## src/sv/rtlpm_pkg.sv

```systemverilog
`default_nettype none

package rtlpm_pkg;

   // default table depth
   localparam int ENTRIES_DEF = 16;

   // width of the slot field in a response
   localparam int SLOT_W = 4;

   // request operation codes
   localparam logic [1:0] OP_LOOKUP = 2'd0;
   localparam logic [1:0] OP_ADD    = 2'd1;
   localparam logic [1:0] OP_DELETE = 2'd2;

   // decoded command kinds
   localparam logic [1:0] KIND_LOOKUP = 2'd0;
   localparam logic [1:0] KIND_ADD    = 2'd1;
   localparam logic [1:0] KIND_DELETE = 2'd2;
   localparam logic [1:0] KIND_NOP    = 2'd3;

   // response status codes
   localparam logic [1:0] STATUS_OK       = 2'd0;
   localparam logic [1:0] STATUS_FULL     = 2'd1;
   localparam logic [1:0] STATUS_NO_ROUTE = 2'd2;

   // classified command, front to back
   typedef struct packed {
      logic [1:0]  kind;
      logic [31:0] addr;
      logic [31:0] network;
      logic [31:0] mask;
      logic [31:0] gateway;
      logic [3:0]  iface;
      logic [7:0]  metric;
      logic [5:0]  plen;
   } cmd_type;

   // one route table entry, prefix length kept precomputed
   typedef struct packed {
      logic [31:0] network;
      logic [31:0] mask;
      logic [31:0] gateway;
      logic [3:0]  iface;
      logic [7:0]  metric;
      logic [5:0]  plen;
   } entry_type;

   // response fields
   typedef struct packed {
      logic [1:0]        status;
      logic [31:0]       gateway;
      logic [3:0]        iface;
      logic [7:0]        metric;
      logic [5:0]        plen;
      logic [SLOT_W-1:0] slot;
   } rsp_type;

   // number of set bits in a mask, summed as a balanced tree
   function automatic logic [5:0] popcount32(input logic [31:0] v);
      logic [1:0] s2  [16];
      logic [2:0] s4  [8];
      logic [3:0] s8  [4];
      logic [4:0] s16 [2];
      for (int i = 0; i < 16; i++) begin
         s2[i] = {1'b0, v[2*i]} + {1'b0, v[2*i+1]};
      end
      for (int i = 0; i < 8; i++) begin
         s4[i] = {1'b0, s2[2*i]} + {1'b0, s2[2*i+1]};
      end
      for (int i = 0; i < 4; i++) begin
         s8[i] = {1'b0, s4[2*i]} + {1'b0, s4[2*i+1]};
      end
      for (int i = 0; i < 2; i++) begin
         s16[i] = {1'b0, s8[2*i]} + {1'b0, s8[2*i+1]};
      end
      return {1'b0, s16[0]} + {1'b0, s16[1]};
   endfunction

endpackage

`default_nettype wire

```

## src/sv/rtlpm_front.sv

```systemverilog
`default_nettype none

module rtlpm_front
   import rtlpm_pkg::*;
(
   input  wire logic        clock,
   input  wire logic        reset,
   // request side
   input  wire logic        in_valid,
   output logic             in_ready,
   input  wire logic [1:0]  in_op,
   input  wire logic [31:0] in_lookup_addr,
   input  wire logic [31:0] in_route_network,
   input  wire logic [31:0] in_route_mask,
   input  wire logic [31:0] in_route_gateway,
   input  wire logic [3:0]  in_route_iface,
   input  wire logic [7:0]  in_route_metric,
   // queue head toward the back end
   output logic             q_valid,
   output cmd_type          q_cmd,
   input  wire logic        q_pop
);

   cmd_type    fifo_ff [2];
   logic       wr_ptr_ff, wr_ptr_in;
   logic       rd_ptr_ff, rd_ptr_in;
   logic [1:0] count_ff, count_in;
   cmd_type    cmd_new;
   logic       push;
   logic       pop;

   // classify the request
   always_comb begin
      cmd_new.addr    = in_lookup_addr;
      cmd_new.network = in_route_network;
      cmd_new.mask    = in_route_mask;
      cmd_new.gateway = in_route_gateway;
      cmd_new.iface   = in_route_iface;
      cmd_new.metric  = in_route_metric;
      cmd_new.plen    = popcount32(in_route_mask);
      unique case (in_op)
         OP_LOOKUP: cmd_new.kind = KIND_LOOKUP;
         OP_ADD:    cmd_new.kind = KIND_ADD;
         OP_DELETE: cmd_new.kind = KIND_DELETE;
         default:   cmd_new.kind = KIND_NOP;
      endcase
   end

   // two-entry queue
   assign in_ready = (count_ff != 2'd2);
   assign q_valid  = (count_ff != 2'd0);
   assign q_cmd    = fifo_ff[rd_ptr_ff];
   assign push     = in_valid && in_ready;
   assign pop      = q_pop && q_valid;

   always_comb begin
      wr_ptr_in = push ? ~wr_ptr_ff : wr_ptr_ff;
      rd_ptr_in = pop ? ~rd_ptr_ff : rd_ptr_ff;
      count_in  = count_ff;
      if (push && !pop) begin
         count_in = count_ff + 2'd1;
      end else if (pop && !push) begin
         count_in = count_ff - 2'd1;
      end
   end

   always_ff @(posedge clock) begin
      if (reset) begin
         wr_ptr_ff <= 1'b0;
         rd_ptr_ff <= 1'b0;
         count_ff  <= 2'd0;
      end else begin
         wr_ptr_ff <= wr_ptr_in;
         rd_ptr_ff <= rd_ptr_in;
         count_ff  <= count_in;
      end
   end

   // queue payload, no reset
   always_ff @(posedge clock) begin
      if (push) begin
         fifo_ff[wr_ptr_ff] <= cmd_new;
      end
   end

endmodule

`default_nettype wire

```

## src/sv/rtlpm_back.sv

```systemverilog
`default_nettype none

module rtlpm_back
   import rtlpm_pkg::*;
#(
   parameter int ENTRIES = ENTRIES_DEF
)
(
   input  wire logic    clock,
   input  wire logic    reset,
   // queue head from the front end
   input  wire logic    q_valid,
   input  wire cmd_type q_cmd,
   output logic         q_pop,
   // response register
   output logic         rsp_valid,
   input  wire logic    rsp_ready,
   output rsp_type      rsp
);

   localparam int IDX_W = (ENTRIES > 1) ? $clog2(ENTRIES) : 1;
   localparam int CNT_W = $clog2(ENTRIES + 1);
   localparam logic [CNT_W-1:0] SCAN_END = CNT_W'(ENTRIES);

   localparam logic [1:0] S_IDLE = 2'd0;
   localparam logic [1:0] S_SCAN = 2'd1;
   localparam logic [1:0] S_DONE = 2'd2;

   logic [1:0]         state_ff, state_in;
   cmd_type            cmd_ff, cmd_in;
   logic [CNT_W-1:0]   scan_ff, scan_in;
   logic               pend_ff, pend_in;
   logic [IDX_W-1:0]   pend_idx_ff, pend_idx_in;
   logic [ENTRIES-1:0] valid_ff, valid_in;
   logic               found_ff, found_in;
   logic [5:0]         best_len_ff, best_len_in;
   logic [7:0]         best_metric_ff, best_metric_in;
   logic [31:0]        best_gw_ff, best_gw_in;
   logic [3:0]         best_iface_ff, best_iface_in;
   logic [IDX_W-1:0]   best_slot_ff, best_slot_in;
   logic               rsp_valid_ff, rsp_valid_in;
   rsp_type            rsp_ff, rsp_in;

   // entry memory, one write and one registered read port
   entry_type          entry_ff [ENTRIES];
   entry_type          rd_q_ff;
   entry_type          wr_data;
   logic               wr_en;

   logic [IDX_W-1:0]   scan_idx;
   logic               scan_live;
   logic               pend_ok;
   logic               lk_hit;
   logic               lk_better;
   logic               del_hit;
   logic               out_free;
   logic [SLOT_W+IDX_W-1:0] slot_ext;

   assign scan_idx  = scan_ff[IDX_W-1:0];
   assign scan_live = (scan_ff != SCAN_END);
   assign out_free  = !rsp_valid_ff || rsp_ready;
   assign slot_ext  = {{SLOT_W{1'b0}}, best_slot_ff};

   // compare the entry read in the previous cycle
   assign pend_ok   = pend_ff && valid_ff[pend_idx_ff];
   assign lk_hit    = pend_ok && ((cmd_ff.addr & rd_q_ff.mask) == rd_q_ff.network);
   assign lk_better = !found_ff || (rd_q_ff.plen > best_len_ff) ||
                      ((rd_q_ff.plen == best_len_ff) && (rd_q_ff.metric < best_metric_ff));
   assign del_hit   = pend_ok && (rd_q_ff.network == cmd_ff.network) &&
                      (rd_q_ff.mask == cmd_ff.mask);

   always_comb begin
      wr_data.network = cmd_ff.network;
      wr_data.mask    = cmd_ff.mask;
      wr_data.gateway = cmd_ff.gateway;
      wr_data.iface   = cmd_ff.iface;
      wr_data.metric  = cmd_ff.metric;
      wr_data.plen    = cmd_ff.plen;
   end

   // sequencer: one slot per cycle
   always_comb begin
      state_in       = state_ff;
      cmd_in         = cmd_ff;
      scan_in        = scan_ff;
      pend_in        = pend_ff;
      pend_idx_in    = pend_idx_ff;
      valid_in       = valid_ff;
      found_in       = found_ff;
      best_len_in    = best_len_ff;
      best_metric_in = best_metric_ff;
      best_gw_in     = best_gw_ff;
      best_iface_in  = best_iface_ff;
      best_slot_in   = best_slot_ff;
      rsp_valid_in   = rsp_valid_ff && !rsp_ready;
      rsp_in         = rsp_ff;
      q_pop          = 1'b0;
      wr_en          = 1'b0;

      unique case (state_ff)
         S_IDLE: begin
            if (q_valid) begin
               q_pop    = 1'b1;
               cmd_in   = q_cmd;
               scan_in  = '0;
               pend_in  = 1'b0;
               found_in = 1'b0;
               state_in = (q_cmd.kind == KIND_NOP) ? S_DONE : S_SCAN;
            end
         end
         S_SCAN: begin
            // issue the read for the next slot
            pend_in     = scan_live;
            pend_idx_in = scan_idx;
            if (scan_live) begin
               scan_in = scan_ff + CNT_W'(1);
            end
            unique case (cmd_ff.kind)
               KIND_ADD: begin
                  if (!scan_live) begin
                     state_in = S_DONE;
                  end else if (!valid_ff[scan_idx]) begin
                     wr_en              = 1'b1;
                     valid_in[scan_idx] = 1'b1;
                     found_in           = 1'b1;
                     best_slot_in       = scan_idx;
                     state_in           = S_DONE;
                  end
               end
               KIND_DELETE: begin
                  if (del_hit) begin
                     valid_in[pend_idx_ff] = 1'b0;
                     state_in              = S_DONE;
                  end else if (!pend_ff && !scan_live) begin
                     state_in = S_DONE;
                  end
               end
               default: begin
                  if (lk_hit && lk_better) begin
                     found_in       = 1'b1;
                     best_len_in    = rd_q_ff.plen;
                     best_metric_in = rd_q_ff.metric;
                     best_gw_in     = rd_q_ff.gateway;
                     best_iface_in  = rd_q_ff.iface;
                     best_slot_in   = pend_idx_ff;
                  end
                  if (!pend_ff && !scan_live) begin
                     state_in = S_DONE;
                  end
               end
            endcase
         end
         S_DONE: begin
            if (out_free) begin
               rsp_valid_in = 1'b1;
               rsp_in       = '0;
               if (cmd_ff.kind == KIND_LOOKUP) begin
                  if (found_ff) begin
                     rsp_in.status  = STATUS_OK;
                     rsp_in.gateway = best_gw_ff;
                     rsp_in.iface   = best_iface_ff;
                     rsp_in.metric  = best_metric_ff;
                     rsp_in.plen    = best_len_ff;
                     rsp_in.slot    = slot_ext[SLOT_W-1:0];
                  end else begin
                     rsp_in.status = STATUS_NO_ROUTE;
                  end
               end else if (cmd_ff.kind == KIND_ADD) begin
                  if (found_ff) begin
                     rsp_in.slot = slot_ext[SLOT_W-1:0];
                  end else begin
                     rsp_in.status = STATUS_FULL;
                  end
               end
               state_in = S_IDLE;
            end
         end
         default: begin
            state_in = S_IDLE;
         end
      endcase
   end

   // control state
   always_ff @(posedge clock) begin
      if (reset) begin
         state_ff     <= S_IDLE;
         pend_ff      <= 1'b0;
         valid_ff     <= '0;
         found_ff     <= 1'b0;
         rsp_valid_ff <= 1'b0;
         scan_ff      <= '0;
      end else begin
         state_ff     <= state_in;
         pend_ff      <= pend_in;
         valid_ff     <= valid_in;
         found_ff     <= found_in;
         rsp_valid_ff <= rsp_valid_in;
         scan_ff      <= scan_in;
      end
   end

   // payload registers
   always_ff @(posedge clock) begin
      cmd_ff         <= cmd_in;
      pend_idx_ff    <= pend_idx_in;
      best_len_ff    <= best_len_in;
      best_metric_ff <= best_metric_in;
      best_gw_ff     <= best_gw_in;
      best_iface_ff  <= best_iface_in;
      best_slot_ff   <= best_slot_in;
      rsp_ff         <= rsp_in;
   end

   // entry memory
   always_ff @(posedge clock) begin
      if (wr_en) begin
         entry_ff[scan_idx] <= wr_data;
      end
      rd_q_ff <= entry_ff[scan_idx];
   end

   assign rsp_valid = rsp_valid_ff;
   assign rsp       = rsp_ff;

endmodule

`default_nettype wire

```

## src/sv/route_table_longest_prefix.sv

```systemverilog
// Route table with longest-prefix lookup, one request at a time in the back end.
// Each request is scanned one slot per cycle: a lookup or an unmatched delete scans
// every slot, a matching delete stops at its slot, an add stops at the first free slot,
// an add to a full table scans every slot, and an unused op code skips the scan. The back
// end takes the next request only when done with the last; a stalled response holds the back end, the queue takes two.
// Reset: synchronous; all valid bits clear at once, no clearing pass.
`default_nettype none

module route_table_longest_prefix
   import rtlpm_pkg::*;
#(
   parameter int ENTRIES = ENTRIES_DEF
)
(
   input  wire logic         clock,
   input  wire logic         reset,
   // request channel
   input  wire logic         req_tvalid,
   output logic              req_tready,
   // [31:0] lookup_addr, [63:32] route_network, [95:64] route_mask,
   // [127:96] route_gateway, [131:128] route_iface, [139:132] route_metric, rest zero
   input  wire logic [143:0] req_tdata,
   // [1:0] op
   input  wire logic [1:0]   req_tuser,
   // response channel
   output logic              rsp_tvalid,
   input  wire logic         rsp_tready,
   // [31:0] hit_gateway, [35:32] hit_iface, [43:36] hit_metric,
   // [49:44] hit_prefix_len, [53:50] hit_slot, rest zero
   output logic [55:0]       rsp_tdata,
   // [1:0] status
   output logic [1:0]        rsp_tuser
);

   logic    q_valid;
   cmd_type q_cmd;
   logic    q_pop;
   rsp_type rsp;

   rtlpm_front u_front (
      .clock            (clock),
      .reset            (reset),
      .in_valid         (req_tvalid),
      .in_ready         (req_tready),
      .in_op            (req_tuser),
      .in_lookup_addr   (req_tdata[31:0]),
      .in_route_network (req_tdata[63:32]),
      .in_route_mask    (req_tdata[95:64]),
      .in_route_gateway (req_tdata[127:96]),
      .in_route_iface   (req_tdata[131:128]),
      .in_route_metric  (req_tdata[139:132]),
      .q_valid          (q_valid),
      .q_cmd            (q_cmd),
      .q_pop            (q_pop)
   );

   rtlpm_back #(
      .ENTRIES (ENTRIES)
   ) u_back (
      .clock     (clock),
      .reset     (reset),
      .q_valid   (q_valid),
      .q_cmd     (q_cmd),
      .q_pop     (q_pop),
      .rsp_valid (rsp_tvalid),
      .rsp_ready (rsp_tready),
      .rsp       (rsp)
   );

   // pack response fields
   assign rsp_tdata = {2'b00, rsp.slot, rsp.plen, rsp.metric, rsp.iface, rsp.gateway};
   assign rsp_tuser = rsp.status;

endmodule

`default_nettype wire
```

## config.mk

```make
export PLATFORM = sky130hd
export DESIGN_NAME = route_table_longest_prefix
export DESIGN_NICKNAME = d
export VERILOG_FILES = /design/src/sv/rtlpm_pkg.sv /design/src/sv/rtlpm_front.sv /design/src/sv/rtlpm_back.sv /design/src/sv/route_table_longest_prefix.sv
export SDC_FILE = /design/constraint.sdc
export NUM_CORES = 2
export LEC_CHECK = 0
export ABC_CLOCK_PERIOD_IN_PS = 34900
export BUFFER_PORTS_ARGS = -buffer_cell sky130_fd_sc_hd__buf_2
export CELL_PAD_IN_SITES_DETAIL_PLACEMENT = 1
export CELL_PAD_IN_SITES_GLOBAL_PLACEMENT = 1
export CORE_MARGIN = 4
export CORE_UTILIZATION = 60
export CTS_CLUSTER_SIZE = 8
export DETAILED_ROUTE_END_ITERATION = 6
export GPL_ROUTABILITY_DRIVEN = 0
export PLACE_DENSITY_LB_ADDON = 0.15
export SLEW_MARGIN = 0
export SYNTH_ARGS = -nofsm -noshare
export SYNTH_HDL_FRONTEND = slang
export SYNTH_SLANG_ARGS = --single-unit
```

## constraint.sdc

```tcl
create_clock -name clock -period 34.9 [get_ports clock]
set_input_delay 6.98 -clock clock [delete_from_list [all_inputs] [get_ports clock]]
set_output_delay 6.98 -clock clock [all_outputs]
set_load 0.01 [all_outputs]
```

==> qor.txt <==
core region area: 156000 sq um
clock tree from TritonCTS: done
minimum clock period after layout: 10.87 ns
setup repair after global routing missed its margin: no
Slew @ Worst Pin: 1.20 ns
biggest area contributors in the synthesized netlist: edfxtp_1 (76%), mux4_2 (14%), dfxtp_1 (3.1%)
detailed-routing iteration count for the pre-antenna-repair pass: 5
number of I/O port buffers: 203
initial core utilization: 60.3%
Post-CTS Hold Fix Bufs: 0
share of final-layout standard cells stronger than drive strength 1: 29.7%
Final Hold Vio Count: 0
sequential area share after synthesis: 79.1%
count of distinct cell types in the synthesized netlist: 61
r2r setup slk: 28.68 ns
EDFF count, synth: 2382
sum of routed wire length over all layers: 244 mm
arrival time at the worst endpoint: 11.50 ns
WL/cell: 36.0 microns
critical path capture point type: flop
number of buffer and inverter instances along the worst setup path: 5
headroom to the max-slew limit: 20.2%
Final HPWL DP: 119 mm
number of DRC markers after the initial detailed-route iteration: 5616
cells resized by post-CTS repair: 0
ratio of final minimum period to clock period: 31.1%
most used cell, CP: fa_1
Site Rows: 145
type of the tightest min-delay check: reg2reg
met2 WL post-DR: 123 mm
worst vdd rail ir drop: 0.0567 mV
clock-pin slew of the registers on the worst-case setup and hold paths: 0.05 ns
Synth top area share: 76.0%
Req. time, crit path: 35.53 ns
post-synthesis instance area: 94100 sq um
synth-to-layout area growth: 14.7%
average cell area after synthesis: 23.3 sq um
startpoint-to-endpoint class of the critical path: in2reg
pin count of the biggest net entering global routing: 153
TritonCTS Buffers: 365
status: finished clean
first-pass GRT wire length: 356 mm
overall global routing resource usage: 30.6%
synthesized netlist cell count: 4039
uppermost routed layer: met5
number of global-route vias before repair: 49300
clock root cell: clkbuf_16
synth warn: 0
Final Core Density: 69.1%
setup skew after layout: 0.0508 ns
setup tns final: 0 ns
leakage component of the power: 0.0343 uW
maximum level of the CTS H-tree: 5
cell-by-cell trace of the critical path: buf_2, inv_1, fa_1, fa_1, fa_1, fa_1, fa_1, fa_1, inv_1, ha_1, inv_1, fa_1, inv_1, a21o_1, a21oi_1, xnor2_1
max incr delay on CP: 0.59 ns
number of buffers inserted to repair setup after CTS: 0
power density relative to cell area: 81.5 nW/um^2
library cell contributing the largest single delay on the critical path: fa_1
reported max-cap violation count: 0
height of the die: 404 microns
final setup violating endpoints: 0
Max Fanout on Critical Path: 3
number of antenna violations at the first check in global routing: 4
top cell type by total area after synthesis: edfxtp_1
Max Freq: 92.0 MHz
clock tree buffer depth: 4
Post-DRT Antenna Nets: 0
most instantiated flip-flop cell in the synthesis netlist: edfxtp_1
DRC violations left: 0
type of element launching the critical path: input port
final net count: 4689
TritonCTS Sinks: 2527
placed standard-cell area: 97700 sq um
wl on met1: 91.0 mm
Seq cells post-synth: 2527
vias after detailed routing: 45500
total count of max-transition violations in the final report: 0
Total Die Area: 163000 sq um
final design area excluding fillers: 108000 sq um
fraction of synthesis flops using an asynchronous set or reset pin: 0%
later-pin clock latency in the skew report: 0.93 ns
Die X: 404 microns
met3 routed WL: 20.3 mm
Congestion Overflow GR: 0
family with the most delay on the worst path: adder cells
post-detailed-route via-to-cell ratio: 6.71
number of placed I/O pins: 210
total inserted antenna cells: 0
-- worst reg2reg max path, delay by kind of cell (launching register included) --
family                 cells  cell delay, ns
buffers and inverters      3            2.44
and+or+nand+nor            5            2.49
DFF                        1            0.86
-- synthesized netlist by cell type, types with 4 or more instances --
master and number:
buf_1 56, and2_1 11, buf_6 4, xnor2_1 69, nand2_1 36, a21boi_0 9, a31o_2 7, nand2b_1 12
clkbuf_1 117, ha_1 28, nor2b_1 8, mux4_2 576, nor4_1 14, nor2_1 17, xor2_1 5, and3_1 79
mux2_2 151, nor3_1 16, and3b_1 8, a21oi_1 36, o21ai_0 22, fa_1 24, a211oi_1 12, dfxtp_1 145
nand3_1 12, nand4_1 23, o21a_1 8, edfxtp_1 2382, a41oi_1 11, a31oi_1 4, a21o_1 16, inv_1 74
o22a_1 9
-- metal layers --
layer | up-vias | GRT usage, %
met1 | 24300 | 41.8
met3 | 513 | 5.79
li1 | 17900 | -
met5 | - | 0
met4 | 2 | 11.8
met2 | 2827 | 50.2
-- cell usage in the layout (no fill, tap or decap), drive strengths merged, types with 69 or more instances in the layout --
cell,Yosys,final
dfxtp,145,145
and3,79,79
inv,74,74
xnor2,69,69
mux2,151,151
clkbuf,117,608
buf,65,262
edfxtp,2382,2382
mux4,576,576
-- cell type report --
cell class,count,area [sq um]
Inverter,74,278
Fill cell,11800,48200
Timing Repair Buffer,262,1610
Tap cell,2058,2570
Sequential cell,2527,74500
Clock buffer,608,10200
Multi-Input combinational cell,1257,18700
Clock inverter,1,16.3
-- where the power goes --
part | internal (uW) | leakage (uW) | total (uW) | switching [uW]
sequential | 3970 | 0.0228 | 4430 | 461
combinational | 517 | 0.00664 | 1160 | 640
clock | 1960 | 0.00487 | 3200 | 1240
total | 6450 | 0.0343 | 8790 | 2340
-- through the flow --
stage	hold slack [ns]	instances	power (uW)	worst slack, ns
4_1_cts	0.383	6787	8840	24.09
3_3_place_gp	0.387	6178	5520	23.28
3_5_place_dp	0.391	6178	5600	23.20
5_1_grt	0.398	6787	9100	23.91
2_1_floorplan	0.386	4040	5080	21.03
6_report	0.392	6787	8790	24.03
-- worst paths after layout --
kind / startpoint / end / depth (start not counted)
setup / recovery: req_tdata[87] / u_front.fifo_ff[0][4] / 16
hold / removal: u_back.rd_q_ff[43] / u_back.best_gw_ff[25] / 0
setup reg to reg: u_back.scan_ff[2] / u_back.entry_ff[11][109] / 8
hold reg to reg: u_back.rd_q_ff[43] / u_back.best_gw_ff[25] / 0
-- kinds of logic (layout without fill, tap and decap cells) --
logic type | after synthesis | in the layout | synth area share [%]
AO/OA/AOI/OAI | 150 | 150 | 1.09
XOR/XNOR | 74 | 74 | 0.689
adder cells (fa/ha/maj) | 52 | 52 | 0.883
buffers and inverters | 256 | 945 | 1.07
flip-flops | 2527 | 2527 | 79.1
multiplexers | 729 | 729 | 15.6
other | 1 | 2 | 0.00399
AND/OR/NAND/NOR | 250 | 250 | 1.53
-- state kept, by name, indices dropped and copies added (netlist names), named ones only --
signal	cells
u_back.scan_ff	5
u_front.fifo_ff	296
u_back.cmd_ff	148
u_back.best_len_ff	6
u_back.entry_ff	1824
u_back.pend_ff	1
u_back.best_iface_ff	4
u_back.rsp_valid	1
u_front.count_ff	2
u_back.pend_idx_ff	4
u_back.best_slot_ff	4
u_back.best_metric_ff	8
u_back.valid_ff	16
u_back.best_gw_ff	32
u_back.found_ff	1
u_back.state_ff	2
u_back.rd_q_ff	114
u_front.wr_ptr_ff	1
u_back.rsp	56
u_front.rd_ptr_ff	1
Power figures use the tool's default switching activity.
